## config.mk

```make
export PLATFORM = sky130hd
export DESIGN_NAME = tlsa_slot_ram
export DESIGN_NICKNAME = d
export VERILOG_FILES = /design/src/rtl/tlsa_pkg.sv /design/src/rtl/tlsa_slot_ram.sv
export SDC_FILE = /design/constraint.sdc
export NUM_CORES = 2
export LEC_CHECK = 0
export ABC_CLOCK_PERIOD_IN_PS = 6300
export BUFFER_PORTS_ARGS = -buffer_cell sky130_fd_sc_hd__buf_4
export CORE_UTILIZATION = 45
export CTS_BUF_LIST = sky130_fd_sc_hd__clkbuf_4 sky130_fd_sc_hd__clkbuf_8
export CTS_CLUSTER_DIAMETER = 200
export CTS_CLUSTER_SIZE = 24
export DETAILED_ROUTE_END_ITERATION = 6
export SLEW_MARGIN = 15
export SYNTH_ARGS = -nofsm -noshare
export SYNTH_HDL_FRONTEND = slang
export SYNTH_SLANG_ARGS = --single-unit
```

## constraint.sdc

```tcl
create_clock -name aclk -period 6.3 [get_ports aclk]
set_input_delay 0.315 -clock aclk [delete_from_list [all_inputs] [get_ports aclk]]
set_output_delay 0.315 -clock aclk [all_outputs]
set_load 0.005 [all_outputs]
```

## src/rtl/tlsa_pkg.sv

```systemverilog
// Package for the two-level bitmap slot allocator.
// Holds function and status codes, widths, the directory update struct and helpers.
// No dependencies.
package tlsa_pkg;

    localparam int MAX_PAGES_DEF = 64;
    localparam int MAX_SLOTS_DEF = 64;

    localparam int PAGE_W  = 6;
    localparam int SLOT_W  = 6;
    localparam int WORD_W  = 64;
    localparam int DEPTH   = 64;
    localparam int COUNT_W = 13;
    localparam int NSLOT_W = 7;

    localparam logic [1:0] FUNC_INSERT = 2'd0;
    localparam logic [1:0] FUNC_DELETE = 2'd1;
    localparam logic [1:0] FUNC_LOOKUP = 2'd2;

    localparam logic [2:0] ST_OK       = 3'd0;
    localparam logic [2:0] ST_CLOSED   = 3'd1;
    localparam logic [2:0] ST_ILLEGAL  = 3'd2;
    localparam logic [2:0] ST_NOT_OCC  = 3'd3;
    localparam logic [2:0] ST_NO_SPACE = 3'd4;

    localparam logic CFG_FILE_OPEN    = 1'b0;
    localparam logic CFG_SLOTS_IN_USE = 1'b1;

    typedef struct packed {
        logic              en;
        logic [PAGE_W-1:0] page;
        logic              room;
    } dir_upd_t;

    function automatic logic [5:0] lowest_set(input logic [WORD_W-1:0] w);
        logic [5:0] idx;
        idx = '0;
        for (int i = WORD_W - 1; i >= 0; i--) begin
            if (w[i]) begin
                idx = 6'(i);
            end
        end
        return idx;
    endfunction

endpackage

```

## src/rtl/tlsa_slot_ram.sv

```systemverilog
// Slot occupancy word memory, one word per page.
// Synchronous read into an output register; uses tlsa_pkg.
module tlsa_slot_ram (
    input  logic                          aclk,
    input  logic                          rd_en,
    input  logic [tlsa_pkg::PAGE_W-1:0]   rd_addr,
    output logic [tlsa_pkg::WORD_W-1:0]   rd_data,
    input  logic                          wr_en,
    input  logic [tlsa_pkg::PAGE_W-1:0]   wr_addr,
    input  logic [tlsa_pkg::WORD_W-1:0]   wr_data
);
    import tlsa_pkg::*;

    logic [WORD_W-1:0] mem [DEPTH];
    logic [WORD_W-1:0] rd_data_reg;

    always_ff @(posedge aclk) begin
        if (wr_en) begin
            mem[wr_addr] <= wr_data;
        end
    end

    always_ff @(posedge aclk) begin
        if (rd_en) begin
            rd_data_reg <= mem[rd_addr];
        end
    end

    assign rd_data = rd_data_reg;

endmodule

```

==> results.yml <==
outcome:
  outcome: "complete, no violations"
floorplanning:
  initial_core_util: 0.453
  row_count: 216
  io_pins: 143
  core_area_um2: 347000
  die_w_um: 593
  die_h_um: 593
  dieArea_um2: 351000
sta:
  hold_viol: 0
  max_freq_mhz: 325
  finalCritPeriodShare: 0.489
  slew-limit-headroom: 0.194
  grt_setup_unrepaired: "no"
  period_needed_ns: 3.08
  finalSetupTns_ns: 0
  slew_violations: 0
  max_slew.worst_pin.slew_ns: 1.21
  setup_viol: 0
  finalClockSkew_ns: 0.0732
grt:
  grt_max_degree: 109
  first_global_vias: 73900
  grt_pass1_wl_um: 602000
  antenna_found_initial: 31
  grt-ovfl-total: 0
  grt_usage: 0.248
power_and_ir_drop:
  power.total_w: 0.0442
  vdd_ir_drop_max_mv: 0.237
  power_density_nw_per_um2: 263
  p_leak_nw: 50.3
logic_synthesis:
  synth_area_um2: 157000
  ys_warn_count: 0
  yosysSeqAreaShare: 0.796
  syn-num-nets: 6677
  async_flop_share: 0
  synth.most_common_cell: "edfxtp_1"
  synth_edf_count: 4160
  yosys-top-cells-area: "edfxtp_1, mux4_2, mux2i_1"
  synth.avg_cell_area_um2: 23.8
  ys_ff_latch: 4160
  synth_area_leader_cell: "edfxtp_1"
  netlist.area_leader.share: 0.796
  synthTopCellsByCount: "edfxtp_1, mux4_2, buf_2, a22oi_1, clkbuf_1"
  syn_inst: 6598
  synth_ff_type: "edfxtp_1"
  synth.distinct_cells: 32
critical_path:
  cp.required_ns: 7.04
  crit_type: "input port to register"
  cp-start-kind: "input port"
  cp_common_cell: "buf_4"
  r2r_cells: 5
  slowest_delay_ns: 1.14
  critPathSlowestCell: "nor2_4"
  ff2ff_setup_slack_ns: 4.18
  crit_fanout: 27
  path_cells: "dlygate4sd3_1, buf_4, nand4_1, nor2_4, buf_4"
  reg2reg_from: "mem[62][52]$_DFFE_PP_"
  critPathCaptureType: "register"
  critPathArrivalTime_ns: 3.82
  cp-startpoint: "wr_addr[1]"
  crit_path_end: "mem[39][56]$_DFFE_PP_"
  r2r-end: "rd_data[52]$_DFFE_PP_"
final_layout:
  drive_gt1_frac: 0.246
  synthToLayoutAreaGrowth_pct: 7.15
  nNetsFinal: 6918
  largest_register_ffs: 4096
  fillers: 27500
routing:
  ant_nets: 0
  vias: 74000
  route.detailed.drc: 0
  wire_per_inst_um: 38.0
  vias_per_cell: 6.47
  dr.first_iter.drc_count: 10100
  wl_um: 435000
  dr.pass1.iters: 6
cts:
  cts_buffers: 195
  clkSinkCount: 4160
  insertion_delay_ns: 1.13
  cts-root-buf: "clkbuf_8"
  cts_tree: "built"
  path_clk_slew_ns: 0.13
  htreeDepth: 4
  postCtsSetupBuffers: 0
  clock_path_buffers: 4
placement:
  dp_hpwl_um: 231000
  place.gp.congestion: 0.805
  io_buffer_count: 142
run:
  drv_cap: 0
min_path:
  hold_class: "input port to register"
  hp-start: "rd_en"
-- layout by cell type (no fill, tap or decap), types with 19 or more instances in the layout --
cell type and count:
buf_12 44, a2bb2oi_1 19, nand3_1 45, nor2_4 65, nor2b_1 24, buf_4 297
or2_2 28, o22ai_1 83, clkbuf_8 197, dlygate4sd3_1 70, edfxtp_1 4160, and3_1 64
a211oi_1 63, or3_1 29, o221ai_1 38, a22oi_1 168, nand2_1 54, a41oi_1 26
a22o_1 88, mux2i_1 135, mux4_2 1024, nor2_1 47, inv_1 19
-- power by group --
part | switching (W) | internal (W)
Clock | 0.00786 | 0.00291
Combinational | 0.00164 | 0.000994
Sequential | 0.000117 | 0.0307
-- through the flow --
| step | hold WS (ns) | area, µm² | cells | util | setup slack, ns |
|---|---|---|---|---|---|
| global route | 0.0874 | 168000 | 11400 | 0.485 | 3.24 |
| CTS | 0.0103 | 168000 | 11400 | 0.485 | 3.36 |
| floorplan | 0.414 | 157000 | 6598 | - | 0.549 |
| detailed placement | 0.698 | 165000 | 11200 | 0.475 | 2.48 |
| finish | 0.130 | 168000 | 11400 | 0.485 | 3.22 |
| global placement | 0.698 | 165000 | 11100 | 0.475 | 2.47 |
-- cells by family after synthesis --
family                 count (synthesis)  synth area share
flip-flops                          4160             0.796
multiplexers                        1159             0.156
AO/OA/AOI/OAI                        504            0.0247
buffers and inverters                389            0.0118
AND/OR/NAND/NOR                      386            0.0123
-- worst min-delay path by stage --
stage	end	cells past startpoint
floorplan	mem[0][0]$_DFFE_PP_	0
global placement	rd_data[15]$_DFFE_PP_	1
detailed placement	rd_data[15]$_DFFE_PP_	1
CTS	rd_data[15]$_DFFE_PP_	2
global route	rd_data[15]$_DFFE_PP_	2
finish	rd_data[15]$_DFFE_PP_	2
-- area by class of cell --
type / count / area [µm²] / share of cell area
sequential: 4160 / 125000 / 0.743
clock buffer: 197 / 2710 / 0.0161
timing repair buffer: 414 / 3870 / 0.0230
inverter: 19 / 71.3 / 0.000424
tap: 4578 / 5730 / 0.0341
clock inverter: 7 / 87.6 / 0.000521
multi-input combinational: 2049 / 30800 / 0.183
antenna: 18 / 45.0 / 0.000268
-- metal layers --
| layer | vias to the layer above | global-route usage | part of all wire |
|---|---|---|---|
| met5 | - | 0 | 0.000062 |
| met1 | 41400 | 0.355 | 0.40 |
| li1 | 28600 | - | - |
| met4 | 4 | 0.0686 | 0.031 |
| met3 | 585 | 0.0350 | 0.080 |
| met2 | 3457 | 0.401 | 0.48 |
-- what timing repair did --
action                    4_1_cts  5_1_grt
gates resized for setup         0        0
hold buffers                   70        0
hold endpoints to repair     4176        0
-- worst max-delay path: cells and delay by family --
kind                   cells  cell delay (ns)
buffers and inverters      3             1.48
and+or+nand+nor            2             1.90
Power figures use the tool's default switching activity.
