`src/rtl/tlsa_pkg.sv`:
```
// Package for the two-level bitmap slot allocator.
// Holds function and status codes, widths, the directory update struct and helpers.
// No dependencies.
package tlsa_pkg;

    localparam int MAX_PAGES_DEF = 64;
    localparam int MAX_SLOTS_DEF = 64;

    localparam int PAGE_W  = 6;
    localparam int SLOT_W  = 6;
    localparam int WORD_W  = 64;
    localparam int DEPTH   = 64;
    localparam int COUNT_W = 13;
    localparam int NSLOT_W = 7;

    localparam logic [1:0] FUNC_INSERT = 2'd0;
    localparam logic [1:0] FUNC_DELETE = 2'd1;
    localparam logic [1:0] FUNC_LOOKUP = 2'd2;

    localparam logic [2:0] ST_OK       = 3'd0;
    localparam logic [2:0] ST_CLOSED   = 3'd1;
    localparam logic [2:0] ST_ILLEGAL  = 3'd2;
    localparam logic [2:0] ST_NOT_OCC  = 3'd3;
    localparam logic [2:0] ST_NO_SPACE = 3'd4;

    localparam logic CFG_FILE_OPEN    = 1'b0;
    localparam logic CFG_SLOTS_IN_USE = 1'b1;

    typedef struct packed {
        logic              en;
        logic [PAGE_W-1:0] page;
        logic              room;
    } dir_upd_t;

    function automatic logic [5:0] lowest_set(input logic [WORD_W-1:0] w);
        logic [5:0] idx;
        idx = '0;
        for (int i = WORD_W - 1; i >= 0; i--) begin
            if (w[i]) begin
                idx = 6'(i);
            end
        end
        return idx;
    endfunction

endpackage

```
`src/rtl/tlsa_page_dir.sv`:
```
// Page directory: has-room bit per page and lowest-page-with-room search.
// Uses tlsa_pkg for the update struct and the priority encoder.
module tlsa_page_dir (
    input  logic                           aclk,
    input  tlsa_pkg::dir_upd_t             upd,
    input  logic [tlsa_pkg::NSLOT_W-1:0]   pages_in_use,
    output logic                           found,
    output logic [tlsa_pkg::PAGE_W-1:0]    found_page
);
    import tlsa_pkg::*;

    logic [DEPTH-1:0] room_reg;
    logic [DEPTH-1:0] cand;

    always_ff @(posedge aclk) begin
        if (upd.en) begin
            room_reg[upd.page] <= upd.room;
        end
    end

    always_comb begin
        for (int i = 0; i < DEPTH; i++) begin
            cand[i] = room_reg[i] && (NSLOT_W'(i) < pages_in_use);
        end
    end

    assign found      = |cand;
    assign found_page = lowest_set(cand);

endmodule

```
`config.mk`:
```
export PLATFORM = sky130hd
export DESIGN_NAME = tlsa_page_dir
export DESIGN_NICKNAME = d
export VERILOG_FILES = /design/src/rtl/tlsa_pkg.sv /design/src/rtl/tlsa_page_dir.sv
export SDC_FILE = /design/constraint.sdc
export NUM_CORES = 1
export LEC_CHECK = 0
export BUFFER_PORTS_ARGS = -buffer_cell sky130_fd_sc_hd__buf_2
export CAP_MARGIN = 0
export CORE_MARGIN = 2
export CORE_UTILIZATION = 50
export DETAILED_ROUTE_END_ITERATION = 16
export GPL_TIMING_DRIVEN = 0
export PLACE_DENSITY = 0.67
export SLEW_MARGIN = 20
export SYNTH_ARGS = -nofsm -noshare
export SYNTH_HDL_FRONTEND = slang
export SYNTH_SLANG_ARGS = --single-unit
export TNS_END_PERCENT = 5
```
`constraint.sdc`:
```
create_clock -name aclk -period 2.9 [get_ports aclk]
set_input_delay 0.29 -clock aclk [delete_from_list [all_inputs] [get_ports aclk]]
set_output_delay 0.29 -clock aclk [all_outputs]
set_load 0.02 [all_outputs]
```
==> results of run 1 <==
-- through the flow --
| step | instances | hold WS [ps] | cell area, um2 |
|---|---|---|---|
| floorplan | 482 | 389 | 4270 |
| global placement | 605 | 769 | 4490 |
| detailed placement | 605 | 773 | 4490 |
| CTS | 621 | 423 | 4720 |
| global route | 626 | 423 | 4950 |
| finish | 626 | 436 | 4950 |
-- cell usage after synthesis (7+ instances only) --
library cell,instances
a21boi_0,8
a21o_1,8
a21oi_1,27
a31oi_1,7
clkbuf_1,22
edfxtp_1,64
nand2_1,31
nand3_1,13
nand4_1,7
nor2_1,91
nor2b_1,8
nor3_1,8
o211ai_1,8
o21a_1,7
o21ai_0,55
-- power groups by stage --
stage	clock (mW)	sequential, mW	combinational, mW
final	0.776	1.03	0.282
after global routing	0.823	1.03	0.303
after CTS	0.787	1.03	0.250
after detailed placement	0	1.05	0.246
after global placement	0	1.05	0.245
after floorplan	0	1.05	0.164
-- cell families after synthesis --
group / synth area share [%]
adders and majority gates: 0.469
AOI/OAI and AO/OA: 25.4
buffers and inverters: 4.11
and+or+nand+nor: 25.0
DFF: 45.0
-- area by class of cell --
class | instances | area, um2
well taps | 105 | 131
fillers | 761 | 3310
clock inverters | 5 | 71.3
flip-flops and latches | 64 | 1920
clock buffers | 11 | 131
inverters | 6 | 22.5
repair buffers | 24 | 140
multi-input cells | 380 | 2350
plain buffers | 31 | 180
-- routing by layer --
| layer | up-vias | global-route usage [%] | wire length (um) |
|---|---|---|---|
| met5 | - | 0 | 0 |
| met4 | 0 | 9.62 | 269 |
| li1 | 1895 | - | - |
| met3 | 22 | 6.21 | 1190 |
| met2 | 222 | 44.3 | 5890 |
| met1 | 1969 | 43.6 | 5990 |
-- how the worst min path moves through the flow --
stage | start | depth (start not counted) | endpoint
2_1_floorplan | upd[0] | 0 | room_reg[0]
3_3_place_gp | upd[2] | 3 | room_reg[19]
3_5_place_dp | upd[2] | 3 | room_reg[19]
4_1_cts | upd[2] | 3 | room_reg[19]
5_1_grt | upd[2] | 3 | room_reg[19]
6_report | upd[2] | 3 | room_reg[23]
-- timing repair --
action,4_1_cts,5_1_grt
gates resized for setup,18,70
hold buffers,0,0
buffers inserted,0,6
pin swaps,0,10
setup endpoints to repair,7,7
-- critical path, stage by stage --
cell and delay, ps:
buf_2 140, or4b_4 570, buf_6 170, o21ai_4 140
a21oi_1 110, a2111o_1 410, a211oi_2 230, o21ai_1 120
a21oi_1 220, buf_4 180
==> results.md, run 1 <==
* Syn nets at 498
* Slew HR at roughly two fifths
* Diode count at 0
* TritonCTS Buffers at 9
* Initial core utilization at slightly above 50%
* Yosys reg bits at 64
* Slew Viols, Final at 0
* Yosys warning count at 0
* Register area share after synthesis at a little under half
* Leakage at about 1.6 nW
* Synthesis-to-finish area growth at 15.9%
* Avg WL per Cell at ~21 um
* Final GP Congestion at approximately 0.97
* Post-layout worst setup margin at between 30 and 40 ps
* Largest register FFs at between 60 and 70
* Slew @ Worst Pin at between 800 and 900 ps
* HPWL after DPL at around 9.8 mm
* Final WL at between 10 and 15 mm
* DRT iter0 DRCs at just under 300
* Router iterations before antenna repair at 5
* Num ports at 23
* Initial antenna violation count at 0
* Root Buffer: clkbuf_8
* Fmax at 0.349 GHz
* Num rows at 33
* First-pass GRT wire length at 19.8 mm
* Synth top area cells: edfxtp_1 (45%), nor2_1 (8.0%), o21ai_0 (6.5%)
* DIE WIDTH at 96.4 um
* Yosys top cell area share at 45.0%
* Tot Pwr at ~2.1 mW
* Critical Path Source: pages_in_use[6]
* Drt via density at around 6.6
* Clock sinks at 64
* Power per cell area at 422 nW/um2
* Die ar. at 9290 um2
* Core area at between 8000 and 9000 um2
* Syn_area_per_cell at between 8 and 9 um2
* Clock transition at path regs at 60 ps
* Cell area after synthesis at 4270 um2
* Clk pwr share at 37.2%
* Via Count at between 4000 and 5000
* Unrepaired setup endpoints after global routing: yes
* Synth unique cells at 70
* Vias in the first global route at 3569
* Post-synth EDFFs at 64
* Antenna Nets Post-Route at 0
* Tmin final at ~2900 ps
* GRT Total Usage at between 20% and 30%
* Switch Pwr at 0.495 mW
* HP Class: in2reg
* CTS tree: built
* Worst setup SP type: input port
* Commonest non-fill, non-tap cell in the layout: nor2_1
* Nets at 532
* Maxcap violations at 0
* Largest net degree at the start of global routing at 65
* Post-synth top flop: edfxtp_1
* Hold Vio Cnt, Final at 0
* DIE HEIGHT at slightly below 100 um
* Pint at ~1.6 mW
* Crit path max fanout at 10
* Grt total ovfl at 0
* Leading area contributor after synthesis: edfxtp_1
* I/O Buffers at 18
* H-tree levels at 3
* Worst slack, placed at -220 ps
* Final setup viols at 0
* Comb power frac at a little over an eighth
* CP endpoint kind: output port
* Sequential Power Share at about half
* Setup CP Type: in2out
* Sw Share at between 20% and 30%
* Layout cells sized above 1 at between 10% and 20%
* Crit path DAT at about 2600 ps
* Setup TNS at 0 ps
* VDD IR-drop max at about 0.38 mV
* Syn Inst Count at roughly 480
* Critical Path RT at around 2600 ps
* Setup crit end: found_page[0]
* Clk buf depth at 2
* Crit share post-route at just under 100%
* Async SR Flop Fraction at 0%
* Residual DRC at 0
* Commonest non-fill, non-tap cells in the layout: nor2_1 (89), edfxtp_1 (64), o21ai_0 (38), nand2_1 (31), a21oi_1 (24)
* Outcome: complete, no violations
* Fin util at about three fifths
No activity file was read; power rests on OpenSTA's default activity.
==> inputs of run 2 (changes only) <==
PLACE_DENSITY = 0.69   (was 0.67)
==> run 2 against run 1 <==
First-iteration DRC count down 4.8%. Via count down 1.1%. Hold slack worse by 3.8 ps. Count of clock-buffer cells in the layout down 1. Critical endpoint is now found_page[2]. Sequential power about the same.
==> results.md, run 2 (synthesis gave the netlist of run 1 again) <==
* Initial antenna violation count at 0
* DIE HEIGHT at a little under 100 um
* Crit path DAT at roughly 2600 ps
* Sw Share at around a quarter
* TritonCTS Buffers at 9
* Largest register FFs at 64
* I/O Buffers at 18
* Core area at between 8000 and 9000 um2
* Comb power frac at 13.5%
* Routed wl met2 at 5.63 mm
* Clk pwr share at between 30% and 40%
* Clock sinks at 64
* Slew @ Worst Pin at between 800 and 900 ps
* Slew HR at roughly 41%
* Routed length on met1 at approximately 5.5 mm
* Sequential Power Share at 49.4%
* GRT Total Usage at between 20% and 30%
* Tmin final at about 2900 ps
* Critical Path RT at around 2600 ps
* Router iterations before antenna repair at 5
* Drt via density at 6.51
* Largest net degree at the start of global routing at 65
* Fin util at between 50 and 60%
* Multi-input logic area at 2330 um2
* Antenna Nets Post-Route at 0
* H-tree levels at 3
* Nets at between 500 and 600
* Avg WL per Cell at ~21 um
* Initial core utilization at 51.7%
* Slew Viols, Final at 0
* Clk buf depth at 2
* Crit share post-route at 98.9%
* Unrepaired setup endpoints after global routing: yes
* Die ar. at 9290 um2
* Hold Vio Cnt, Final at 0
* Crit path max fanout at 10
* Outcome: complete, no violations
* Tot Pwr at 2.08 mW
* Layout cells sized above 1 at roughly a fifth
* Final GP Congestion at 1.02
* Final setup viols at 0
* DIE WIDTH at 96.4 um
* Switch Pwr at 0.493 mW
* Setup TNS at 0 ps
* Root Buffer: clkbuf_8
* Placed cell area at between 4000 and 5000 um2
* Synthesis-to-finish area growth at 15.6%
* HP Class: in2reg
* DRT iter0 DRCs at 280
* Max layer used: met4
* Diode count at 0
* Met3 wire length at about 1.6 mm
* Maxcap violations at 0
* Clock transition at path regs at 60 ps
* CP endpoint kind: output port
* Design area at roughly 4900 um2
* Power per cell area at around 420 nW/um2
* Sequential cell area at a little under 2000 um2
* Final WL at ~13 mm
* Pint at 1.59 mW
* VDD IR-drop max at around 0.40 mV
* Vias in the first global route at approximately 3500
* HPWL after DPL at approximately 9.5 mm
* Via Count at just over 4000
* Num rows at 33
* Grt total ovfl at 0
* Setup CP Type: in2out
* Leakage at about 1.6 nW
* Num ports at 23
* Worst hold slack at 432 ps
* Commonest non-fill, non-tap cells in the layout: nor2_1 (88), edfxtp_1 (64), o21ai_0 (36), nand2_1 (31), a21oi_1 (23)
* Worst setup SP type: input port
* First-pass GRT wire length at a little under 20 mm
* Fmax at 0.349 GHz
* Commonest non-fill, non-tap cell in the layout: nor2_1
* Residual DRC at 0
* CTS tree: built
* Fillers at roughly 770
==> run 2: worst max-delay path: stages <==
cell     delay, ps
buf_2          130
or4b_4         570
buf_4          200
o21ai_4        160
a41oi_2        160
nor3b_1        170
o311a_1        300
a211o_1        290
a21o_1         160
buf_2          150
==> run 2: final cells by class <==
cell class                      count  share of cell area, %
Multi-Input combinational cell    380                   47.3
Timing Repair Buffer               25                   3.12
Clock inverter                      5                   1.47
Inverter                            6                  0.457
Tap cell                          105                   2.66
Sequential cell                    64                   39.0
Buffer                             29                   3.45
Clock buffer                       10                   2.59
==> run 2: power by group through the flow <==
stage	clock (mW)	sequential, mW	combinational, mW
after floorplan	0	1.05	0.164
after global placement	0	1.05	0.244
after detailed placement	0	1.05	0.245
after CTS	0.790	1.03	0.251
after global routing	0.823	1.03	0.302
final	0.772	1.03	0.280
==> run 2: metal layers <==
metal | up-vias | track usage [%]
li1 | 1889 | -
met1 | 1904 | 41.3
met2 | 249 | 43.8
met3 | 21 | 7.84
met4 | 0 | 8.10
met5 | - | 0
==> run 2: worst paths after layout <==
kind       startpoint            end  cells after the start
max   pages_in_use[6]  found_page[2]                     10
min            upd[2]   room_reg[19]                      3
==> run 2: stage by stage <==
stage	instances	worst slack, ps
3_3_place_gp	605	-230
6_report	624	33.0
2_1_floorplan	482	297
4_1_cts	618	8.31
3_5_place_dp	605	-318
5_1_grt	624	-28.2
==> run 2: timing repair <==
item / CTS / global route
hold buffers: 0 / 0
resized for setup: 25 / 60
pin swaps: 1 / 11
setup buffers: 0 / 7
setup endpoints to repair: 7 / 7
